### src/rtl/lpr_pkg.sv
package lpr_pkg;

    localparam int ROUTE_ENTRIES = 1024;
    localparam int GATE_COUNT    = 8192;

    localparam int ADDR_W  = 32;
    localparam int LEN_W   = 6;
    localparam int GATE_W  = 14;
    localparam int STAT_W  = 3;
    localparam int CFG_IDX_W  = 3;
    localparam int CFG_DATA_W = 32;

    localparam int IDX_W = (ROUTE_ENTRIES > 1) ? $clog2(ROUTE_ENTRIES) : 1;
    localparam int CNT_W = $clog2(ROUTE_ENTRIES + 1);

    localparam logic [LEN_W-1:0]  MAX_LEN      = LEN_W'(32);
    localparam logic [GATE_W-1:0] GATE_DISCARD = GATE_W'(GATE_COUNT);

    localparam logic [1:0] ACT_LOOKUP = 2'd0;
    localparam logic [1:0] ACT_ADD    = 2'd1;
    localparam logic [1:0] ACT_DELETE = 2'd2;
    localparam logic [1:0] ACT_CLEAR  = 2'd3;

    localparam logic [STAT_W-1:0] ST_OK         = 3'd0;
    localparam logic [STAT_W-1:0] ST_BAD_PREFIX = 3'd1;
    localparam logic [STAT_W-1:0] ST_BAD_GATE   = 3'd2;
    localparam logic [STAT_W-1:0] ST_FULL       = 3'd3;
    localparam logic [STAT_W-1:0] ST_NOT_FOUND  = 3'd4;

    localparam logic [CFG_IDX_W-1:0] CFG_KEY_A = 3'd0;
    localparam logic [CFG_IDX_W-1:0] CFG_KEY_B = 3'd1;
    localparam logic [CFG_IDX_W-1:0] CFG_KEY_C = 3'd2;
    localparam logic [CFG_IDX_W-1:0] CFG_KEY_D = 3'd3;
    localparam logic [CFG_IDX_W-1:0] CFG_GATE  = 3'd4;

    typedef enum logic [2:0] {
        S_INIT,
        S_IDLE,
        S_DECODE,
        S_SCAN,
        S_CLEAR,
        S_WRITE,
        S_RESP
    } t_state;

    typedef struct packed {
        logic              valid;
        logic [ADDR_W-1:0] prefix;
        logic [LEN_W-1:0]  len;
        logic [GATE_W-1:0] gate;
    } t_route;

    typedef struct packed {
        logic             en;
        logic             we;
        logic [IDX_W-1:0] addr;
        t_route           wdata;
    } t_mem_req;

    typedef struct packed {
        logic              hit;
        logic [GATE_W-1:0] gate;
    } t_special;

    // Network mask for a prefix length; lengths of 32 and above give all ones.
    function automatic logic [ADDR_W-1:0] prefix_mask(input logic [LEN_W-1:0] len);
        return ~({ADDR_W{1'b1}} >> len);
    endfunction

endpackage

### src/rtl/lpr_cfg_regs.sv
module lpr_cfg_regs (
    input  logic                             i_clk,
    input  logic                             i_rst_n,
    input  logic                             i_cfg_we,
    input  logic [lpr_pkg::CFG_IDX_W-1:0]    i_cfg_index,
    input  logic [lpr_pkg::CFG_DATA_W-1:0]   i_cfg_data,
    input  logic [lpr_pkg::ADDR_W-1:0]       i_addr,
    output lpr_pkg::t_special                o_special
);

    logic [lpr_pkg::ADDR_W-1:0] r_key_a;
    logic [lpr_pkg::ADDR_W-1:0] r_key_b;
    logic [lpr_pkg::ADDR_W-1:0] r_key_c;
    logic [lpr_pkg::ADDR_W-1:0] r_key_d;
    logic [lpr_pkg::GATE_W-1:0] r_gate;

    always_ff @(posedge i_clk) begin
        if (!i_rst_n) begin
            r_key_a <= 32'h0a00_0000;
            r_key_b <= 32'h0a03_0000;
            r_key_c <= 32'h0a14_0000;
            r_key_d <= 32'h0a27_0000;
            r_gate  <= lpr_pkg::GATE_W'(1);
        end else if (i_cfg_we) begin
            case (i_cfg_index)
                lpr_pkg::CFG_KEY_A: r_key_a <= i_cfg_data;
                lpr_pkg::CFG_KEY_B: r_key_b <= i_cfg_data;
                lpr_pkg::CFG_KEY_C: r_key_c <= i_cfg_data;
                lpr_pkg::CFG_KEY_D: r_key_d <= i_cfg_data;
                lpr_pkg::CFG_GATE:  r_gate  <= i_cfg_data[lpr_pkg::GATE_W-1:0];
                default: begin
                end
            endcase
        end
    end

    assign o_special.hit  = (i_addr == r_key_a) || (i_addr == r_key_b) ||
                            (i_addr == r_key_c) || (i_addr == r_key_d);
    assign o_special.gate = r_gate;

endmodule

### config.mk
export PLATFORM = sky130hd
export DESIGN_NAME = lpr_cfg_regs
export DESIGN_NICKNAME = d
export VERILOG_FILES = /design/src/rtl/lpr_pkg.sv /design/src/rtl/lpr_cfg_regs.sv
export SDC_FILE = /design/constraint.sdc
export NUM_CORES = 1
export LEC_CHECK = 0
export ABC_AREA = 1
export BUFFER_PORTS_ARGS = -buffer_cell sky130_fd_sc_hd__buf_2
export CORE_ASPECT_RATIO = 1.2
export CORE_MARGIN = 2
export CORE_UTILIZATION = 30
export DETAILED_ROUTE_END_ITERATION = 8
export PLACE_DENSITY = 0.55
export REMOVE_ABC_BUFFERS = 1
export SLEW_MARGIN = 20
export SYNTH_ARGS = -nofsm -noshare
export SYNTH_HDL_FRONTEND = slang
export SYNTH_SLANG_ARGS = --single-unit
### constraint.sdc
create_clock -name i_clk -period 1.96 [get_ports i_clk]
set_input_delay 0.196 -clock i_clk [delete_from_list [all_inputs] [get_ports i_clk]]
set_output_delay 0.196 -clock i_clk [all_outputs]
set_load 0.1 [all_outputs]
==> run_results.csv, run 1 <==
group,metric,value,unit
floorplan,coreArea,22970,sq um
worst_hold_path,hold_path_depth,3,
synth,synth-seq-area-share,40.83,%
route,viasPerCell,4.383,
place,gp_congestion,0.8258,
worst_setup_path,critPathLaunchType,"register",
cts,postCtsSetupBuffers,0,
route,routedWlPerCell,12.99,microns
grt,grt_max_degree,58,
sta,max_clock_freq,485.7,MHz
cts,hold_buffers,0,
worst_setup_path,r2r_slack,1.30,ns
floorplan,start_util,30.31,%
route,first_pass_iters,5,
final_layout,layoutNonFillerInstCount,1487,
route,vias,6518,
sta,tightest_slew,0.9586,ns
status,violations,"setup timing",
power_and_ir_drop,p_switching,1.927,mW
power_and_ir_drop,pwr-share-clk,47.0,%
worst_setup_path,cp_max_fo,2,
place,dp_cells,1454,
worst_setup_path,worstSetupPathType,"register to primary output",
synth,ys_ff_latch,142,
synth,synth_cell_types,18,
worst_hold_path,min_path_type,"input pin to register",
floorplan,die_w,143.1,microns
floorplan,rows,61,
power_and_ir_drop,peakVddDrop,464.0,uV
synth,syn-instance-count,1083,
cts,cts_tree,"yes",
sta,clock_skew,0,ns
power_and_ir_drop,p_per_area,863.3,nW/um^2
status,outcome,"complete, but fails checks",
synth,avgSynthCellArea,6.429,sq um
place,hpwl,13380,microns
place,port_buffers,84,
grt,grt_pass1_wl,30810,microns
sta,hold_violations,0,
final_layout,fin_nets,1228,
final_layout,syn2layout_area_growth,21.65,%
synth,yosys_warnings,0,
power_and_ir_drop,p_comb_share,11.3,%
worst_setup_path,r2r-end,"r_key_a[1]$_SDFFE_PN0P_",
sta,rsz0062_at_grt,"yes",
worst_setup_path,crit_cells,11,
synth,syn-cell-area,6963,sq um
cts,cts_max_path_buffers,2,
route,drtAntennaViolNets,0,
sta,setup_viol,1,
worst_hold_path,min_to,"r_key_b[16]$_SDFFE_PN1P_",
worst_setup_path,critPathCaptureType,"primary output",
route,drt_iter0_drc,371,
power_and_ir_drop,seqPwrFrac,41.7,%
grt,antenna_found_initial,0,
grt,grt_usage,16.18,%
final_layout,drive_above_1_share,16.99,%
worst_hold_path,holdCritStartpoint,"i_cfg_data[16]",
cts,clock_latency,0.42,ns
sta,finalMaxSlewViolations,0,
power_and_ir_drop,sw_frac_of_total,26.36,%
grt,grt_overflow_total,0,
flow_run,cap_violations,0,
sta,holdWs,0.04149,ns
route,wirelength,19310,microns
cts,cts_buffers,17,
sta,fin_ws,-0.09875,ns
power_and_ir_drop,intPower,5.386,mW
sta,slew_headroom,36.00,%
worst_setup_path,crit_chain,"inv_1 -> nand2_1 -> nand2_1 -> nor2_1 -> nand2_1 -> nor2_2 -> nand2_2 -> nor2_2 -> nor2_2 -> nand2_2 -> buf_12",
worst_setup_path,critPathSlowestCell,"dfxtp_1",
worst_setup_path,crit_required,1.76,ns
sta,period_share,105.0,%
power_and_ir_drop,power.total,7.313,mW
final_layout,final_cell_mix,"nand2_1, nor2_1, dfxtp_1",
cts,clkSlewWorstSetupHoldPaths,0.06,ns
floorplan,ios,85,
worst_setup_path,cp_top_family,"simple AND/OR/NAND/NOR gates",
grt,first_global_vias,6099,
floorplan,die_y,170.9,microns
place,dp_slack,0.1760,ns
worst_setup_path,r2r-start,"r_key_a[1]$_SDFFE_PN0P_",
cts,root_buffer,"clkbuf_16",
floorplan,die_area,24450,sq um
cts,htreeDepth,4,
route,drc,0,
worst_setup_path,reg2reg_depth,2,
cts,cts.sinks,142,
worst_setup_path,slowest_delay,0.32,ns
worst_setup_path,cp_num_buf_inv,2,
final_layout,mostFrequentLayoutCell,"nand2_1",
worst_setup_path,critical_path_arrival,1.86,ns
final_layout,fill_cells,2523,
power_and_ir_drop,total_leakage_power,3.940,nW
sta,layout_min_cycle_time,2.059,ns
power groups by stage:
| stage | registers [mW] | clock network (mW) | logic [mW] |
|---|---|---|---|
| 5_1_grt | 3.06 | 3.60 | 0.937 |
| 6_report | 3.05 | 3.44 | 0.827 |
| 4_1_cts | 3.04 | 3.51 | 0.822 |
| 3_3_place_gp | 3.11 | 0 | 0.811 |
| 2_1_floorplan | 3.17 | 0 | 0.417 |
| 3_5_place_dp | 3.11 | 0 | 0.815 |
worst max-delay path by stage:
stage,startpoint,slack [ns],end
after global placement,i_addr[26],0.15,o_special[14]
after detailed placement,i_addr[17],0.18,o_special[14]
after CTS,r_key_b[22]$_SDFFE_PN0P_,-0.09,o_special[14]
after floorplan,i_cfg_we,0.1,r_key_a[14]$_SDFFE_PN0P_
after global routing,r_key_d[27]$_SDFFE_PN1P_,-0.18,o_special[14]
final,r_key_d[31]$_SDFFE_PN0P_,-0.1,o_special[14]
tightest hold or removal path, stage by stage:
cell	delay, ns
buf_2	0.11
nand2_1	0.05
o211ai_1	0.06
area by class of cell:
| cell class | count | area (sq um) | area share [%] |
|---|---|---|---|
| multi-input cells | 776 | 3555 | 41.96 |
| flip-flops and latches | 142 | 2867 | 33.84 |
| repair buffers | 97 | 560.5 | 6.617 |
| clock buffers | 21 | 470.5 | 5.554 |
| inverters | 124 | 465.4 | 5.495 |
| well taps | 315 | 394.1 | 4.653 |
| clock inverters | 11 | 156.4 | 1.846 |
| diodes | 1 | 2.502 | 0.02954 |
Yosys cell counts:
library cell,number,area share (%)
a21oi_1,80,5.8
buf_2,13,0.93
buf_6,5,0.81
clkbuf_1,23,1.2
dfxtp_1,142,41
inv_1,117,6.3
inv_2,7,0.38
nand2_1,316,17
nand2_2,1,0.090
nand3_1,8,0.58
nor2_1,190,10
nor2_2,1,0.090
nor2_4,2,0.32
nor3_4,1,0.23
o211ai_1,5,0.54
o21ai_0,89,6.4
o21ai_1,41,2.9
xor2_1,42,5.3
registers in the layout (all words and copies together) (netlist names):
| signal | cells |
|---|---|
| r_gate | 14 |
| r_key_b | 32 |
| r_key_d | 32 |
| r_key_a | 32 |
| r_key_c | 32 |
timing repair:
action                     in CTS  in global routing
cloned                          0                  0
pin swaps                      11                 41
setup endpoints to repair       1                  1
resized for setup              14                 47
layer usage:
metal | wire length (microns) | part of all wire [%] | up-vias | track usage [%]
met5 | 0 | 0 | - | 0
met4 | 490 | 2.5 | 0 | 5.898
met3 | 680 | 3.5 | 32 | 3.191
met2 | 9345 | 48 | 104 | 27.79
met1 | 8796 | 46 | 2882 | 20.00
li1 | - | - | 3500 | -
metrics by stage:
| stage | setup TNS (ns) | area [sq um] | utilization [%] |
|---|---|---|---|
| 2_1_floorplan | 0 | 6755 | - |
| 3_3_place_gp | 0 | 7712 | 33.57 |
| 3_5_place_dp | 0 | 7712 | 33.57 |
| 4_1_cts | -0.08574 | 8373 | 36.45 |
| 5_1_grt | -0.1794 | 8468 | 36.86 |
| 6_report | -0.09875 | 8471 | 36.87 |
kinds of logic (layout without fill, tap and decap cells):
kind of cell | count (synthesis) | in the layout | share of synthesized area [%]
and+or+nand+nor | 519 | 519 | 28.59
buffers and inverters | 165 | 253 | 9.667
DFF | 142 | 142 | 40.83
xor gates and xnor gates | 42 | 42 | 5.283
other | 0 | 1 | 0
AOI/OAI and AO/OA | 215 | 215 | 15.63
No activity file was read; power rests on OpenSTA's default activity.
==> run 2, diff against run 1 <==
Settings changed: BUFFER_PORTS_ARGS -buffer_cell sky130_fd_sc_hd__buf_2 to -buffer_cell sky130_fd_sc_hd__clkbuf_2, PLACE_DENSITY 0.55 to default.
==> run_results.csv, run 2 (synthesis gave the netlist of run 1 again) <==
group,metric,value,unit
status,outcome,"complete, but fails checks",
status,violations,"setup timing",
power_and_ir_drop,p_switching,1.797,mW
floorplan,rows,61,
worst_setup_path,critical_path_arrival,1.85,ns
route,first_pass_iters,4,
sta,fin_ws,-0.08892,ns
sta,period_share,104.5,%
worst_setup_path,critPathLaunchType,"register",
grt,grt_max_degree,52,
sta,clock_skew,0,ns
cts,cts_tree,"yes",
worst_setup_path,cp_max_fo,2,
worst_hold_path,min_path_type,"input pin to register",
place,hpwl,12900,microns
route,drc,0,
route,drtAntennaViolNets,0,
power_and_ir_drop,power.total,7.028,mW
cts,clock_latency,0.42,ns
route,drt_iter0_drc,324,
final_layout,num_antenna_cells,0,
cts,htreeDepth,4,
sta,max_clock_freq,488.1,MHz
worst_setup_path,critPathCaptureType,"primary output",
sta,setup-tns-final,-0.08892,ns
cts,hold_buffers,0,
sta,layout_min_cycle_time,2.049,ns
final_layout,fill_cells,2486,
cts,cts_buffers,17,
worst_setup_path,crit_required,1.76,ns
sta,setup_viol,1,
floorplan,die_y,170.9,microns
power_and_ir_drop,seqPwrFrac,43.4,%
sta,holdWs,0.04651,ns
sta,rsz0062_at_grt,"yes",
power_and_ir_drop,intPower,5.231,mW
route,routedWlPerCell,12.66,microns
final_layout,post-route-util,36.29,%
grt,grt_overflow_total,0,
floorplan,die_area,24450,sq um
place,gp_congestion,0.8187,
route,vias,6481,
floorplan,coreArea,22970,sq um
power_and_ir_drop,sw_frac_of_total,25.57,%
floorplan,start_util,30.31,%
final_layout,syn2layout_area_growth,19.73,%
final_layout,multi_input_area,3520,sq um
final_layout,fin_nets,1225,
worst_setup_path,worstSetupPathType,"register to primary output",
floorplan,die_w,143.1,microns
power_and_ir_drop,p_per_area,843.1,nW/um^2
floorplan,ios,85,
place,port_buffers,84,
sta,slew_headroom,32.63,%
power_and_ir_drop,p_comb_share,11.5,%
final_layout,seqCellArea,2860,sq um
power_and_ir_drop,pwr-share-clk,45.2,%
cts,cts_max_path_buffers,2,
flow_run,cap_violations,0,
route,wirelength,18780,microns
final_layout,final_cell_mix,"nand2_1, nor2_1, dfxtp_1",
cts,root_buffer,"clkbuf_16",
power_and_ir_drop,total_leakage_power,3.906,nW
grt,grt_usage,15.62,%
sta,finalMaxSlewViolations,0,
grt,antenna_found_initial,0,
cts,clkSlewWorstSetupHoldPaths,0.06,ns
sta,hold_violations,0,
grt,grt_pass1_wl,29880,microns
cts,cts.sinks,142,
final_layout,drive_above_1_share,14.55,%
grt,first_global_vias,6025,
power_and_ir_drop,peakVddDrop,547.0,uV
sta,tightest_slew,1.009,ns
route,viasPerCell,4.370,
final_layout,mostFrequentLayoutCell,"nand2_1",
[run 2: changes by cell type in the layout (fill, tap and decap cells not counted), moves of 5 or more]
cell      change
dfxtp_1       +5
dfxtp_2       -5
clkbuf_2     +82
nor2_2       -14
buf_2        -82
clkbuf_1      +5
nor2_1       +13
[run 2: final timing paths]
| check | slack, ns | end | depth (start not counted) | from |
|---|---|---|---|---|
| hold reg to reg | 0.45 | r_key_b[31]$_SDFFE_PN0P_ | 2 | r_key_b[31]$_SDFFE_PN0P_ |
| setup / recovery | -0.09 | o_special[14] | 11 | r_key_b[27]$_SDFFE_PN1P_ |
| setup reg to reg | 1.25 | r_key_b[27]$_SDFFE_PN1P_ | 3 | r_key_b[27]$_SDFFE_PN1P_ |
| hold / removal | 0.05 | r_key_d[21]$_SDFFE_PN1P_ | 3 | i_cfg_data[21] |
[run 2: power by group through the flow]
stage	sequential, mW	combinational [mW]	clock [mW]
floorplan	3.17	0.417	0
global placement	3.11	0.792	0
detailed placement	3.11	0.797	0
CTS	3.05	0.806	3.25
global route	3.06	0.920	3.35
finish	3.05	0.807	3.17
[run 2: final cells by class]
cell class                 instances  area share, %
tap                              315          4.728
clock buffer                      26          5.868
inverter                         124          5.583
multi-input combinational        776          42.22
sequential                       142          34.31
clock inverter                     6         0.9905
timing repair buffer              94          6.303
[run 2: critical path: stages (launching register included)]
cell     delay (ns)
dfxtp_2        0.33
inv_2          0.04
nand2_1        0.04
nand2_1        0.05
nor2_1         0.12
nand2_1        0.10
nor2_2         0.16
nand2_1        0.12
nor2_1         0.11
nor2_1         0.06
nand2_2        0.11
buf_12         0.18
[run 2: through the flow]
step	setup slack, ns	instance area (sq um)	std cells
6_report	-0.08892	8337	1483
3_5_place_dp	0.1281	7670	1450
2_1_floorplan	0.09945	6755	1042
4_1_cts	-0.1091	8282	1483
3_3_place_gp	0.09374	7670	1450
5_1_grt	-0.1617	8337	1483
[run 2: routing by layer]
| layer | vias to the layer above | track usage (%) | share of wire (%) | routed length [microns] |
|---|---|---|---|---|
| met5 | - | 0 | 0 | 0 |
| met4 | 0 | 5.166 | 1.8 | 331 |
| met3 | 21 | 3.107 | 3.7 | 698 |
| met2 | 81 | 27.65 | 50 | 9391 |
| met1 | 2887 | 18.84 | 45 | 8360 |
| li1 | 3492 | - | - | - |
[run 2: what timing repair did]
action	4_1_cts	5_1_grt
gates resized for setup	15	26
hold endpoints to repair	0	0
pin swaps	16	31
endpoints found under the setup margin	1	1
buffers inserted	1	0
