`src/rtl/lpr_pkg.sv`:
```
package lpr_pkg;

    localparam int ROUTE_ENTRIES = 1024;
    localparam int GATE_COUNT    = 8192;

    localparam int ADDR_W  = 32;
    localparam int LEN_W   = 6;
    localparam int GATE_W  = 14;
    localparam int STAT_W  = 3;
    localparam int CFG_IDX_W  = 3;
    localparam int CFG_DATA_W = 32;

    localparam int IDX_W = (ROUTE_ENTRIES > 1) ? $clog2(ROUTE_ENTRIES) : 1;
    localparam int CNT_W = $clog2(ROUTE_ENTRIES + 1);

    localparam logic [LEN_W-1:0]  MAX_LEN      = LEN_W'(32);
    localparam logic [GATE_W-1:0] GATE_DISCARD = GATE_W'(GATE_COUNT);

    localparam logic [1:0] ACT_LOOKUP = 2'd0;
    localparam logic [1:0] ACT_ADD    = 2'd1;
    localparam logic [1:0] ACT_DELETE = 2'd2;
    localparam logic [1:0] ACT_CLEAR  = 2'd3;

    localparam logic [STAT_W-1:0] ST_OK         = 3'd0;
    localparam logic [STAT_W-1:0] ST_BAD_PREFIX = 3'd1;
    localparam logic [STAT_W-1:0] ST_BAD_GATE   = 3'd2;
    localparam logic [STAT_W-1:0] ST_FULL       = 3'd3;
    localparam logic [STAT_W-1:0] ST_NOT_FOUND  = 3'd4;

    localparam logic [CFG_IDX_W-1:0] CFG_KEY_A = 3'd0;
    localparam logic [CFG_IDX_W-1:0] CFG_KEY_B = 3'd1;
    localparam logic [CFG_IDX_W-1:0] CFG_KEY_C = 3'd2;
    localparam logic [CFG_IDX_W-1:0] CFG_KEY_D = 3'd3;
    localparam logic [CFG_IDX_W-1:0] CFG_GATE  = 3'd4;

    typedef enum logic [2:0] {
        S_INIT,
        S_IDLE,
        S_DECODE,
        S_SCAN,
        S_CLEAR,
        S_WRITE,
        S_RESP
    } t_state;

    typedef struct packed {
        logic              valid;
        logic [ADDR_W-1:0] prefix;
        logic [LEN_W-1:0]  len;
        logic [GATE_W-1:0] gate;
    } t_route;

    typedef struct packed {
        logic             en;
        logic             we;
        logic [IDX_W-1:0] addr;
        t_route           wdata;
    } t_mem_req;

    typedef struct packed {
        logic              hit;
        logic [GATE_W-1:0] gate;
    } t_special;

    // Network mask for a prefix length; lengths of 32 and above give all ones.
    function automatic logic [ADDR_W-1:0] prefix_mask(input logic [LEN_W-1:0] len);
        return ~({ADDR_W{1'b1}} >> len);
    endfunction

endpackage

```
`src/rtl/lpr_ctrl.sv`:
```
module lpr_ctrl (
    input  logic                           i_clk,
    input  logic                           i_rst_n,
    input  logic                           i_in_valid,
    output logic                           o_in_ready,
    input  logic [1:0]                     i_action,
    input  logic [lpr_pkg::ADDR_W-1:0]     i_address,
    input  logic [lpr_pkg::LEN_W-1:0]      i_prefix_length,
    input  logic [lpr_pkg::GATE_W-1:0]     i_gate_in,
    output logic                           o_out_valid,
    input  logic                           i_out_ready,
    output logic [lpr_pkg::GATE_W-1:0]     o_gate_out,
    output logic [lpr_pkg::STAT_W-1:0]     o_status,
    output logic [lpr_pkg::ADDR_W-1:0]     o_addr,
    input  lpr_pkg::t_special              i_special,
    output lpr_pkg::t_mem_req              o_mem_req,
    input  lpr_pkg::t_route                i_mem_rdata
);

    lpr_pkg::t_state r_state, n_state;

    logic [lpr_pkg::CNT_W-1:0]  r_idx, n_idx;
    logic                       r_ev, n_ev;
    logic [lpr_pkg::IDX_W-1:0]  r_ev_idx, n_ev_idx;
    logic [lpr_pkg::IDX_W-1:0]  r_wr_idx, n_wr_idx;
    logic [lpr_pkg::IDX_W-1:0]  r_free_idx, n_free_idx;
    logic                       r_have_free, n_have_free;
    logic [lpr_pkg::LEN_W-1:0]  r_best_len, n_best_len;
    logic [lpr_pkg::GATE_W-1:0] r_best_gate, n_best_gate;
    logic [lpr_pkg::GATE_W-1:0] r_default, n_default;

    logic [1:0]                 r_action, n_action;
    logic [lpr_pkg::ADDR_W-1:0] r_addr, n_addr;
    logic [lpr_pkg::LEN_W-1:0]  r_len, n_len;
    logic [lpr_pkg::GATE_W-1:0] r_gate, n_gate;

    logic [lpr_pkg::GATE_W-1:0] r_res_gate, n_res_gate;
    logic [lpr_pkg::STAT_W-1:0] r_res_status, n_res_status;
    logic                       r_out_valid, n_out_valid;
    logic [lpr_pkg::GATE_W-1:0] r_out_gate, n_out_gate;
    logic [lpr_pkg::STAT_W-1:0] r_out_status, n_out_status;

    logic accept;
    logic len_bad;
    logic gate_bad;
    logic len_zero;
    logic ent_lpm;
    logic ent_same;
    logic ent_free;
    logic stop_found;
    logic scan_end;
    logic issue;
    logic sweep_last;
    logic out_load;

    assign accept     = (r_state == lpr_pkg::S_IDLE) && i_in_valid;
    assign len_bad    = (r_len > lpr_pkg::MAX_LEN) ||
                        ((r_addr & ~lpr_pkg::prefix_mask(r_len)) != '0);
    assign gate_bad   = {1'b0, r_gate} > (lpr_pkg::GATE_W + 1)'(lpr_pkg::GATE_COUNT);
    assign len_zero   = (r_len == '0);

    // Evaluation of the entry read in the previous cycle.
    assign ent_lpm    = r_ev && i_mem_rdata.valid && (i_mem_rdata.len > r_best_len) &&
                        ((r_addr & lpr_pkg::prefix_mask(i_mem_rdata.len)) ==
                         i_mem_rdata.prefix);
    assign ent_same   = r_ev && i_mem_rdata.valid && (i_mem_rdata.prefix == r_addr) &&
                        (i_mem_rdata.len == r_len);
    assign ent_free   = r_ev && !i_mem_rdata.valid && !r_have_free;
    assign stop_found = ent_same && (r_action != lpr_pkg::ACT_LOOKUP);
    assign scan_end   = (r_idx == lpr_pkg::CNT_W'(lpr_pkg::ROUTE_ENTRIES)) && !r_ev;
    assign issue      = (r_state == lpr_pkg::S_SCAN) && !stop_found &&
                        (r_idx != lpr_pkg::CNT_W'(lpr_pkg::ROUTE_ENTRIES));
    assign sweep_last = (r_idx == lpr_pkg::CNT_W'(lpr_pkg::ROUTE_ENTRIES - 1));
    assign out_load   = (r_state == lpr_pkg::S_RESP) && (!r_out_valid || i_out_ready);

    always_comb begin
        n_state = r_state;
        case (r_state)
            lpr_pkg::S_INIT: begin
                if (sweep_last) n_state = lpr_pkg::S_IDLE;
            end
            lpr_pkg::S_IDLE: begin
                if (i_in_valid) n_state = lpr_pkg::S_DECODE;
            end
            lpr_pkg::S_DECODE: begin
                case (r_action)
                    lpr_pkg::ACT_LOOKUP: begin
                        n_state = i_special.hit ? lpr_pkg::S_RESP : lpr_pkg::S_SCAN;
                    end
                    lpr_pkg::ACT_ADD: begin
                        n_state = (len_bad || gate_bad || len_zero) ?
                                  lpr_pkg::S_RESP : lpr_pkg::S_SCAN;
                    end
                    lpr_pkg::ACT_DELETE: begin
                        n_state = (len_bad || len_zero) ? lpr_pkg::S_RESP : lpr_pkg::S_SCAN;
                    end
                    default: n_state = lpr_pkg::S_CLEAR;
                endcase
            end
            lpr_pkg::S_SCAN: begin
                if (stop_found) begin
                    n_state = lpr_pkg::S_WRITE;
                end else if (scan_end) begin
                    if (r_action == lpr_pkg::ACT_ADD && r_have_free) begin
                        n_state = lpr_pkg::S_WRITE;
                    end else begin
                        n_state = lpr_pkg::S_RESP;
                    end
                end
            end
            lpr_pkg::S_CLEAR: begin
                if (sweep_last) n_state = lpr_pkg::S_RESP;
            end
            lpr_pkg::S_WRITE: n_state = lpr_pkg::S_RESP;
            lpr_pkg::S_RESP: begin
                if (out_load) n_state = lpr_pkg::S_IDLE;
            end
            default: n_state = lpr_pkg::S_IDLE;
        endcase
    end

    always_comb begin
        n_idx        = r_idx;
        n_ev         = issue;
        n_ev_idx     = r_idx[lpr_pkg::IDX_W-1:0];
        n_wr_idx     = r_wr_idx;
        n_free_idx   = r_free_idx;
        n_have_free  = r_have_free;
        n_best_len   = r_best_len;
        n_best_gate  = r_best_gate;
        n_default    = r_default;
        n_action     = r_action;
        n_addr       = r_addr;
        n_len        = r_len;
        n_gate       = r_gate;
        n_res_gate   = r_res_gate;
        n_res_status = r_res_status;
        n_out_valid  = r_out_valid && !i_out_ready;
        n_out_gate   = r_out_gate;
        n_out_status = r_out_status;

        o_mem_req.en    = 1'b0;
        o_mem_req.we    = 1'b0;
        o_mem_req.addr  = r_idx[lpr_pkg::IDX_W-1:0];
        o_mem_req.wdata = '0;

        case (r_state)
            lpr_pkg::S_INIT, lpr_pkg::S_CLEAR: begin
                // Sweep that writes every entry as invalid.
                o_mem_req.en = 1'b1;
                o_mem_req.we = 1'b1;
                n_idx = sweep_last ? '0 : r_idx + 1'b1;
            end
            lpr_pkg::S_IDLE: begin
                if (accept) begin
                    n_action = i_action;
                    n_addr   = i_address;
                    n_len    = i_prefix_length;
                    n_gate   = i_gate_in;
                end
            end
            lpr_pkg::S_DECODE: begin
                n_idx        = '0;
                n_have_free  = 1'b0;
                n_best_len   = '0;
                n_best_gate  = r_default;
                n_res_gate   = '0;
                n_res_status = lpr_pkg::ST_OK;
                case (r_action)
                    lpr_pkg::ACT_LOOKUP: begin
                        if (i_special.hit) n_res_gate = i_special.gate;
                    end
                    lpr_pkg::ACT_ADD: begin
                        if (len_bad) begin
                            n_res_status = lpr_pkg::ST_BAD_PREFIX;
                        end else if (gate_bad) begin
                            n_res_status = lpr_pkg::ST_BAD_GATE;
                        end else if (len_zero) begin
                            n_default = r_gate;
                        end
                    end
                    lpr_pkg::ACT_DELETE: begin
                        if (len_bad) begin
                            n_res_status = lpr_pkg::ST_BAD_PREFIX;
                        end else if (len_zero) begin
                            n_default = lpr_pkg::GATE_DISCARD;
                        end
                    end
                    default: begin
                    end
                endcase
            end
            lpr_pkg::S_SCAN: begin
                o_mem_req.en = issue;
                if (issue) n_idx = r_idx + 1'b1;
                if (ent_lpm) begin
                    n_best_len  = i_mem_rdata.len;
                    n_best_gate = i_mem_rdata.gate;
                end
                if (ent_free) begin
                    n_have_free = 1'b1;
                    n_free_idx  = r_ev_idx;
                end
                if (stop_found) begin
                    n_wr_idx = r_ev_idx;
                end else if (scan_end) begin
                    case (r_action)
                        lpr_pkg::ACT_LOOKUP: n_res_gate = r_best_gate;
                        lpr_pkg::ACT_ADD: begin
                            if (r_have_free) begin
                                n_wr_idx = r_free_idx;
                            end else begin
                                n_res_status = lpr_pkg::ST_FULL;
                            end
                        end
                        default: n_res_status = lpr_pkg::ST_NOT_FOUND;
                    endcase
                end
            end
            lpr_pkg::S_WRITE: begin
                // An add writes the whole entry; a delete clears its valid bit.
                o_mem_req.en           = 1'b1;
                o_mem_req.we           = 1'b1;
                o_mem_req.addr         = r_wr_idx;
                o_mem_req.wdata.valid  = (r_action == lpr_pkg::ACT_ADD);
                o_mem_req.wdata.prefix = r_addr;
                o_mem_req.wdata.len    = r_len;
                o_mem_req.wdata.gate   = r_gate;
            end
            lpr_pkg::S_RESP: begin
                if (out_load) begin
                    n_out_valid  = 1'b1;
                    n_out_gate   = r_res_gate;
                    n_out_status = r_res_status;
                end
            end
            default: begin
            end
        endcase
    end

    always_ff @(posedge i_clk) begin
        if (!i_rst_n) begin
            r_state     <= lpr_pkg::S_INIT;
            r_idx       <= '0;
            r_ev        <= 1'b0;
            r_have_free <= 1'b0;
            r_default   <= lpr_pkg::GATE_DISCARD;
            r_out_valid <= 1'b0;
        end else begin
            r_state     <= n_state;
            r_idx       <= n_idx;
            r_ev        <= n_ev;
            r_have_free <= n_have_free;
            r_default   <= n_default;
            r_out_valid <= n_out_valid;
        end
    end

    always_ff @(posedge i_clk) begin
        r_ev_idx     <= n_ev_idx;
        r_wr_idx     <= n_wr_idx;
        r_free_idx   <= n_free_idx;
        r_best_len   <= n_best_len;
        r_best_gate  <= n_best_gate;
        r_action     <= n_action;
        r_addr       <= n_addr;
        r_len        <= n_len;
        r_gate       <= n_gate;
        r_res_gate   <= n_res_gate;
        r_res_status <= n_res_status;
        r_out_gate   <= n_out_gate;
        r_out_status <= n_out_status;
    end

    assign o_in_ready  = (r_state == lpr_pkg::S_IDLE);
    assign o_out_valid = r_out_valid;
    assign o_gate_out  = r_out_gate;
    assign o_status    = r_out_status;
    assign o_addr      = r_addr;

endmodule

```
`config.mk`:
```
export PLATFORM = sky130hd
export DESIGN_NAME = lpr_ctrl
export DESIGN_NICKNAME = d
export VERILOG_FILES = /design/src/rtl/lpr_pkg.sv /design/src/rtl/lpr_ctrl.sv
export SDC_FILE = /design/constraint.sdc
export NUM_CORES = 1
export LEC_CHECK = 0
export ABC_AREA = 1
export ABC_CLOCK_PERIOD_IN_PS = 5000
export BUFFER_PORTS_ARGS = -buffer_cell sky130_fd_sc_hd__buf_2
export CORE_UTILIZATION = 35
export DETAILED_ROUTE_END_ITERATION = 16
export PLACE_DENSITY = 0.63
export SYNTH_ARGS = -nofsm -noshare
export SYNTH_HDL_FRONTEND = slang
export SYNTH_SLANG_ARGS = --single-unit
```
`constraint.sdc`:
```
create_clock -name i_clk -period 5 [get_ports i_clk]
set_input_delay 0.5 -clock i_clk [delete_from_list [all_inputs] [get_ports i_clk]]
set_output_delay 0.5 -clock i_clk [all_outputs]
set_load 0.05 [all_outputs]
```
==> results of run 1 <==
## flip-flops by register name, summed over array words and instances, names as in the netlist, 10 cells and up
register / cells
o_addr: 32
o_gate_out: 14
r_best_gate: 14
r_default: 14
r_ev_idx: 10
r_free_idx: 10
r_gate: 14
r_idx: 11
r_res_gate: 14
r_wr_idx: 10
## through the flow
stage	hold slack [ps]	std cells	area [sq um]
after floorplan	363	1153	9190
final	226	1729	11300
after detailed placement	393	1695	10700
after global placement	392	1695	10700
after global routing	216	1729	11300
after CTS	213	1727	11300
## area by class of cell
type                            count  area (sq um)
Clock buffer                       17           425
Fill cell                        2587         14100
Clock inverter                     15           206
Multi-Input combinational cell    793          3780
Antenna cell                        2          5.00
Sequential cell                   169          4660
Timing Repair Buffer              247          1250
Tap cell                          330           413
Inverter                          156           586
## critical path: cells and delay by family (launching register included)
family | cells | cell delay [ps]
simple gates | 4 | 1100
flops | 1 | 610
xor+xnor | 1 | 320
buf+inv | 1 | 340
compound gates | 1 | 800
## logic make-up after synthesis
group           share of synthesized area
simple gates                        0.273
buf+inv                            0.0831
flops                               0.508
compound gates                     0.0925
xor+xnor                           0.0276
fa+ha+maj                          0.0163
## placed cells by master, fill, tap and decap left out, drive strengths merged, types with 3 or more instances in the layout
cell     Yosys  layout
nand3       64      64
nor2       181     181
xnor2       15      15
nor4         8       8
buf         11     247
clkbuf      24      17
dfxtp       41      41
clkinv       0       6
o22ai        4       4
or2          7       7
edfxtp     128     128
o31ai        3       3
nand2      285     285
nand4       22      22
xor2        14      14
inv        156     165
nand3b       7       7
nor3        15      15
o21ai       88      88
ha          12      12
o2111ai      3       3
a21oi       50      50
o211ai       3       3
## final timing paths
| path | startpoint | to | depth (start not counted) |
|---|---|---|---|
| setup reg to reg | r_len[2] | r_wr_idx[9] | 7 |
| setup / recovery | r_len[2] | r_wr_idx[9] | 7 |
| hold reg to reg | r_idx[6] | r_ev_idx[6] | 0 |
| hold / removal | i_address[10] | o_addr[10] | 1 |
## power groups by stage
stage	Clock [mW]	Sequential (mW)	Combinational, mW
2_1_floorplan	0	1.53	0.0893
3_3_place_gp	0	1.54	0.195
3_5_place_dp	0	1.54	0.192
4_1_cts	1.44	1.50	0.193
5_1_grt	1.49	1.51	0.212
6_report	1.42	1.50	0.197
## layer usage
metal	GRT usage	routed length (um)	up-vias
met3	0.0381	2470	55
met2	0.380	14800	403
met1	0.340	14400	4025
met4	0.0859	852	0
li1	-	-	4244
met5	0	0	-
==> results by group, run 1 <==
Clocking
  – Post-CTS sizing: 0
  – CTS tree: yes
  – Skew-Pair Late Insertion Delay: 440 ps
  – CTS Buf Count: 17
  – CTS root buffer: clkbuf_16
  – CTS Hold Bufs: 0
  – CTS clock-pin slew for the worst setup and hold paths: around 90 ps
  – Sinks on Clock Net: ~170
  – Max Buffers Root-to-Sink: 2
  – Post-CTS Setup Bufs: 0
  – Htree depth: 4

Floorplan
  – FP Rows: 58
  – IO Count: 242
  – Die X: between 150 and 200 um
  – Die H: between 150 and 200 um
  – Die footprint: between 20000 and 30000 sq um
  – Starting density of the core: 0.361
  – Placeable Area: roughly 25000 sq um

Pwr
  – Power Total: 3.12 mW
  – Gate power share: 0.063
  – P per Cell Area: 275 nW/um^2
  – Psw: between 0.8 and 0.9 mW
  – Peak supply drop: around 220 uV
  – Switch share: 0.272
  – Int Pwr: about 2.3 mW
  – Sequential power share: 0.483
  – Clock network fraction of total power: 0.454
  – Lkg Pwr: just over 5 nW

Worst setup path
  – CP max stage cell: a21oi_1
  – Critical path fanouts, max: 11
  – WS Path Type: reg -> reg
  – Most used cell, CP: nand4_1
  – CP cell instances: xnor2_1, nand4_1, nor4_1, nand4_1, nor2_1, inv_1, a21oi_1
  – Worst EP arrival: 3610 ps
  – Slowest stage delay, CP: approximately 800 ps
  – Element type at the critical path end: register
  – Critical path launch point type: register
  – R2r setup slk: between 1000 and 1500 ps
  – Worst EP required: between 5000 and 6000 ps

Route
  – Routed len/inst: about 19 um
  – Via count: 8727
  – Pre-antenna DRT Iters: 5
  – Via density per instance: roughly 5.0
  – Antenna-violating nets left: 0
  – DRT iter0 DRCs: just over 800
  – DRT Wirelength: 32.5 mm
  – Detailed-route DRC error count: 0

Synthesis
  – Dominant cells by area after synthesis: edfxtp_1 (42%), nand2_1 (11%), dfxtp_1 (8.9%), nor2_1 (7.1%), inv_1 (6.3%)
  – Synth unique cells: between 40 and 50
  – Commonest cells post-synth: nand2_1 (279), nor2_1 (174), inv_1 (153), edfxtp_1 (128), o21ai_0 (72)
  – Syn Std Cell Area: slightly above 9000 sq um
  – Area share of the largest cell type after synthesis: 0.418
  – Register area share after synthesis: 0.508
  – Number of synthesized flops with an enable pin: ~130
  – Post-synthesis cell count: 1153
  – Top cell type by total area after synthesis: edfxtp_1
  – FF+latch count, synth: 169
  – Ys flop type: edfxtp_1
  – Synthesized Nets: 1291
  – Async SR Flop Fraction: 0
  – Most frequent cell after synthesis: nand2_1
  – Post-Syn Area per Cell: 7.97 sq um
  – Ys Warns: 0

STA
  – Setup TNS: 0 ps
  – Worst Max-Slew Pin Slew: roughly 1200 ps
  – Slew Viols, Final: 0
  – Max_slew headroom: 0.195
  – RSZ-0062 raised after global routing: no
  – Worst clock skew: 17.7 ps
  – Setup ws final: about 1400 ps
  – Fmax: 0.281 GHz
  – Minimum clock period: approximately 3600 ps
  – Final Cycle Share: 0.711
  – Final Setup Violations: 0
  – Final hold viol count: 0

GRT
  – Total global routing overflow: 0
  – Vias in the first global route: 8015
  – First-pass GRT wire length: 47.4 mm
  – Overall routing resource usage: 0.243
  – Initial antenna violation count: 3
  – Largest net degree at the start of global routing: 64

Finish
  – # nets final: 1522
  – Utilization after layout: 0.445
  – Layout cells sized above 1: 0.220
  – Area added between synthesis and finish: 23.3%

Min path
  – Min-Delay Path Class: in -> reg

Placement
  – Post-DP HPWL: 25.6 mm
  – DP Worst Slack: 1360 ps
  – I/O Buffers: ~240
  – Routability cong.: 0.974

Outcome
  – Status: finished clean

Flow run
  – Max Cap Violations: 0
Power figures use the tool's default switching activity.
==> run 2: changes to the inputs <==
- ABC_CLOCK_PERIOD_IN_PS: 5000 -> 2900
- PLACE_DENSITY: 0.63 -> 0.65
- clock period: 5 -> 2.9 ns (I/O delays scaled with it)
==> results by group, run 2 (same netlist as run 1, synthesis figures left out) <==
Worst setup path
  – Buf+Inv Stages, Crit Path: 1 (unchanged)
  – Critical path launch point type: register
  – CP cell instances: xnor2_1, nand3_1, nor2_1, nand2_1, nand3_1, nand3_1, buf_2
  – Top delay family on crit path: simple AND/OR/NAND/NOR gates
  – Worst Setup EP: o_mem_req[64]
  – Element type at the critical path end: output port
  – Critical R2R Capture: r_default[8]
  – R2r setup slk: 240 ps (-1210 ps)
  – Most used cell, CP: nand3_1
  – WP depth: 7 (unchanged)
  – Worst EP required: 2610 ps (-2450 ps)
  – Slowest stage delay, CP: 640 ps (-160 ps)
  – CP Launch Point: r_len[2]
  – Worst EP arrival: 2450 ps (-1160 ps)
  – Register-to-Register Path Depth: 13 (+6)
  – WS Path Type: reg -> out
  – Critical path fanouts, max: 10 (-1)
  – Crit Reg-Reg Startpoint: r_len[2]
  – CP max stage cell: edfxtp_1

STA
  – RSZ-0062 raised after global routing: no
  – Final hold viol count: 0 (unchanged)
  – Hold Slack: 22.7 ps (-203 ps)
  – Minimum clock period: 2740 ps
  – Final Setup Violations: 0 (unchanged)
  – Worst clock skew: 16.2 ps (-1.52 ps)
  – Worst Max-Slew Pin Slew: 569 ps (-629 ps)
  – Slew Viols, Final: 0 (unchanged)
  – Setup TNS: 0 ps (unchanged)
  – Fmax: between 0.3 and 0.4 GHz
  – Setup ws final: 157 ps (-1290 ps)
  – Max_slew headroom: 0.621 (+0.426)
  – Final Cycle Share: 0.946

GRT
  – Overall routing resource usage: 0.252 (+0.00929)
  – Largest net degree at the start of global routing: 69 (+7.8%)
  – Initial antenna violation count: 1 (-2)
  – Vias in the first global route: 8562 (+6.8%)
  – Total global routing overflow: 0 (unchanged)
  – First-pass GRT wire length: 50.0 mm (+5.5%)

Pwr
  – Lkg Pwr: 5.26 nW (+3.0%)
  – P per Cell Area: 458 nW/um^2 (+67%)
  – Power Total: 5.31 mW (+70%)
  – Peak supply drop: 300 uV (+36%)

Finish
  – # nets final: 1552 (+2.0%)
  – Fillers: 2627 (+1.5%)
  – Area added between synthesis and finish: 26.1%
  – Max FFs per register: 32 (unchanged)
  – Commonest non-fill, non-tap cells in the layout: nand2_1 (278), buf_2 (241), nor2_1 (173)
  – Utilization after layout: 0.455 (+0.0100)
  – Commonest non-fill, non-tap cell in the layout: nand2_1
  – Layout cells sized above 1: 0.235 (+0.0143)

Route
  – DRT iter0 DRCs: 864 (+7.2%)
  – Pre-antenna DRT Iters: 7 (+2)
  – Via count: 8984 (+2.9%)
  – Detailed-route DRC error count: 0 (unchanged)
  – Routed len/inst: 19.0 um (+0.86%)
  – DRT Wirelength: 33.3 mm (+2.6%)
  – Antenna-violating nets left: 0 (unchanged)
  – Via density per instance: 5.11 (+1.2%)

Placement
  – I/O Buffers: 241 (unchanged)
  – DP Worst Slack: 217 ps (-1140 ps)
  – Post-DP HPWL: 26.0 mm (+1.6%)
  – Routability cong.: 1.04 (+6.3%)

Flow run
  – Max Cap Violations: 0 (unchanged)

Floorplan
  – Die footprint: 26900 sq um (unchanged)
  – Placeable Area: 25500 sq um (unchanged)
  – Starting density of the core: 0.361 (unchanged)
  – Die X: 164 um (unchanged)
  – IO Count: 242 (unchanged)
  – Die H: 164 um (unchanged)
  – FP Rows: 58 (unchanged)

Clocking
  – Max Buffers Root-to-Sink: 2 (unchanged)
  – Skew-Pair Late Insertion Delay: 440 ps (about the same)
  – CTS tree: yes
  – CTS clock-pin slew for the worst setup and hold paths: 80 ps (about the same)
  – CTS Buf Count: 17 (unchanged)
  – CTS root buffer: clkbuf_16
  – Htree depth: 4 (unchanged)
  – Sinks on Clock Net: 169 (unchanged)
  – Post-CTS sizing: 0 (unchanged)

Min path
  – Min-Delay Path Class: in -> reg

Outcome
  – Status: finished clean
run 2: worst min-delay path by stage:
stage	start	endpoint	cells past startpoint
floorplan	r_idx[6]	r_ev_idx[6]	0
global placement	r_idx[1]	r_ev_idx[1]	0
detailed placement	r_idx[1]	r_ev_idx[1]	0
CTS	i_action[1]	r_action[1]	1
global route	i_address[18]	o_addr[18]	1
finish	i_address[13]	o_addr[13]	1
run 2: metal layers:
metal,global-route usage,vias to the layer above,wire (um)
li1,-,4298,-
met1,0.346,4230,14500
met3,0.0525,67,2630
met2,0.386,387,15000
met5,0,-,8
met4,0.104,2,1210
run 2: power by group:
| group | switching [mW] | internal [mW] |
|---|---|---|
| registers | 0.00763 | 2.59 |
| clock network | 1.19 | 1.18 |
| logic | 0.211 | 0.131 |
| total | 1.41 | 3.90 |
run 2: per-stage QoR:
stage	area, sq um	std cells
3_3_place_gp	10900	1715
4_1_cts	11500	1751
6_report	11600	1758
5_1_grt	11600	1757
3_5_place_dp	10900	1715
2_1_floorplan	9190	1153
run 2: what timing repair did:
action | in CTS | in global routing
pin swaps | 0 | 0
hold buffers | 3 | 0
setup endpoints to repair | 1 | 2
setup buffers | 1 | 6
endpoints found under the hold margin | 3 | 0
run 2: layout make-up:
| cell class | count | area [sq um] | area share |
|---|---|---|---|
| flip-flops and latches | 169 | 4660 | 0.403 |
| repair buffers | 277 | 1520 | 0.131 |
| clock inverters | 15 | 194 | 0.0167 |
| clock buffers | 17 | 425 | 0.0367 |
| inverters | 156 | 586 | 0.0505 |
| diodes | 1 | 2.50 | 0.000216 |
| well taps | 330 | 413 | 0.0356 |
| multi-input cells | 793 | 3780 | 0.326 |
run 2: worst register-to-register path: stages, from the launching register on:
cell and delay, ps:
edfxtp_1 710, nand2_2 190, nor2_1 190, nand2_1 80, nand3_1 70, nand2_1 60
nor2_1 110, nand2_1 90, nor2_2 270, nand2_2 110, or2_1 220, buf_4 220
o21ai_1 160, nor2_1 60
==> run 3: changes to the inputs <==
- PLACE_DENSITY: 0.65 -> unset
==> results by group, run 3 (same netlist as run 1, synthesis figures left out) <==
Finish
  – # nets final: 1555 (+0.19%)
  – Fillers: 2603 (-0.91%)
  – Commonest non-fill, non-tap cells in the layout: nand2_1 (278), buf_2 (241), nor2_1 (173)
  – Utilization after layout: 0.455 (about the same)
  – Layout cells sized above 1: 0.238 (+0.00370)
  – Area added between synthesis and finish: 26.2% (about the same)
  – Commonest non-fill, non-tap cell in the layout: nand2_1
  – Max FFs per register: 32 (unchanged)

Route
  – DRT iter0 DRCs: 964 (+12%)
  – Pre-antenna DRT Iters: 6 (-1)
  – Antenna-violating nets left: 0 (unchanged)
  – Via count: 8790 (-2.2%)
  – Detailed-route DRC error count: 0 (unchanged)
  – Via density per instance: 4.99 (-2.3%)
  – Routed len/inst: 18.6 um (-1.7%)
  – DRT Wirelength: 32.8 mm (-1.6%)

Worst setup path
  – Element type at the critical path end: output port
  – Worst Setup EP: o_mem_req[64]
  – Critical path fanouts, max: 10 (unchanged)
  – Critical R2R Capture: r_default[1]
  – WS Path Type: reg -> out
  – Critical path launch point type: register
  – Slowest stage delay, CP: 630 ps (about the same)
  – Register-to-Register Path Depth: 13 (unchanged)
  – CP cell instances: xnor2_1, nand3_1, nor2_1, nand2_1, nand3_1, nand3_1, buf_2
  – Most used cell, CP: nand3_1
  – Crit Reg-Reg Startpoint: r_len[2]
  – Worst EP required: 2610 ps (about the same)
  – CP max stage cell: edfxtp_1
  – Worst EP arrival: 2470 ps (+20 ps)
  – CP Launch Point: r_len[2]
  – R2r setup slk: 290 ps (+50 ps)

Clocking
  – Htree depth: 4 (unchanged)
  – CTS Buf Count: 17 (unchanged)
  – Sinks on Clock Net: 169 (unchanged)
  – CTS clock-pin slew for the worst setup and hold paths: 80 ps (about the same)
  – Skew-Pair Late Insertion Delay: 440 ps (about the same)
  – CTS root buffer: clkbuf_16
  – Post-CTS sizing: 0 (unchanged)
  – CTS tree: yes
  – Max Buffers Root-to-Sink: 2 (unchanged)
  – CTS Hold Bufs: 0 (-3)

Placement
  – I/O Buffers: 241 (unchanged)
  – Post-DP HPWL: 25.9 mm (-0.60%)
  – Routability cong.: 1.05 (+1.2%)

Outcome
  – Status: finished clean

STA
  – Fmax: 0.362 GHz (-0.61%)
  – Final hold viol count: 0 (unchanged)
  – Max_slew headroom: 0.627 (+0.00659)
  – Minimum clock period: 2760 ps (+16.8 ps)
  – Worst clock skew: 17.8 ps (+1.60 ps)
  – Final Cycle Share: 0.952 (+0.00578)
  – RSZ-0062 raised after global routing: no
  – Setup TNS: 0 ps (unchanged)
  – Slew Viols, Final: 0 (unchanged)
  – Worst Max-Slew Pin Slew: 559 ps (-9.88 ps)
  – Final Setup Violations: 0 (unchanged)

GRT
  – Initial antenna violation count: 1 (unchanged)
  – First-pass GRT wire length: 47.7 mm (-4.5%)
  – Vias in the first global route: 8219 (-4.0%)
  – Total global routing overflow: 0 (unchanged)
  – Overall routing resource usage: 0.244 (-0.00843)
  – Largest net degree at the start of global routing: 63 (-8.7%)

Min path
  – Min-Delay Path Class: in -> reg

Floorplan
  – IO Count: 242 (unchanged)
  – FP Rows: 58 (unchanged)
  – Die footprint: 26900 sq um (unchanged)
  – Placeable Area: 25500 sq um (unchanged)
  – Die X: 164 um (unchanged)
  – Die H: 164 um (unchanged)
  – Starting density of the core: 0.361 (unchanged)

Pwr
  – Lkg Pwr: 5.27 nW (+0.27%)
  – Peak supply drop: 261 uV (-13%)
  – P per Cell Area: 460 nW/um^2 (+0.40%)

Flow run
  – Max Cap Violations: 0 (unchanged)
## run 3: worst min-delay path by stage
stage	startpoint	slack, ps	cells past startpoint	endpoint
final	i_address[4]	20	1	o_addr[4]
after global routing	i_address[6]	8	1	o_addr[6]
after CTS	i_action[0]	10	1	r_action[0]
after detailed placement	r_idx[1]	400	0	r_ev_idx[1]
after global placement	r_idx[1]	380	0	r_ev_idx[1]
after floorplan	r_idx[6]	360	0	r_ev_idx[6]
## run 3: power breakdown
part / switching (mW) / internal, mW / total (mW) / leakage, nW
Clock: 1.21 / 1.20 / 2.41 / 0.305
Sequential: 0.00834 / 2.59 / 2.59 / 1.51
Combinational: 0.208 / 0.128 / 0.336 / 3.46
## run 3: timing repair
action                     4_1_cts  5_1_grt
buffers inserted                 1        2
gates cloned                     0        0
pin swaps                        0        0
setup endpoints to repair        1        1
## run 3: layer usage
layer	part of all wire	vias to the layer above	global-route usage	wire length, um
met4	0.036	0	0.106	1180
li1	-	4299	-	-
met5	0	-	0	0
met3	0.082	74	0.0616	2690
met2	0.43	389	0.359	14100
met1	0.45	4028	0.337	14800
## run 3: worst max-delay path: cells and delay by family (launching register included)
| family | cells | cell delay (ps) |
|---|---|---|
| buf+inv | 1 | 250 |
| flops | 1 | 630 |
| simple gates | 5 | 670 |
| xor+xnor | 1 | 490 |
## run 3: area by class of cell
cell class | count | area [sq um] | area share
Clock buffer | 17 | 425 | 0.0367
Tap cell | 330 | 413 | 0.0356
Sequential cell | 169 | 4660 | 0.402
Multi-Input combinational cell | 793 | 3780 | 0.326
Clock inverter | 15 | 209 | 0.0180
Inverter | 156 | 586 | 0.0505
Timing Repair Buffer | 280 | 1510 | 0.130
Antenna cell | 1 | 2.50 | 0.000216
## run 3: stage by stage
| step | hold WS, ps | instances | power, mW | setup slack (ps) | instance area, sq um |
|---|---|---|---|---|---|
| floorplan | 363 | 1153 | 2.80 | 258 | 9190 |
| global placement | 378 | 1725 | 2.98 | 253 | 10900 |
| detailed placement | 395 | 1725 | 2.98 | 289 | 10900 |
| CTS | 9.79 | 1758 | 5.38 | 120 | 11600 |
| global route | 7.81 | 1761 | 5.50 | 8.53 | 11600 |
| finish | 22.9 | 1761 | 5.33 | 140 | 11600 |
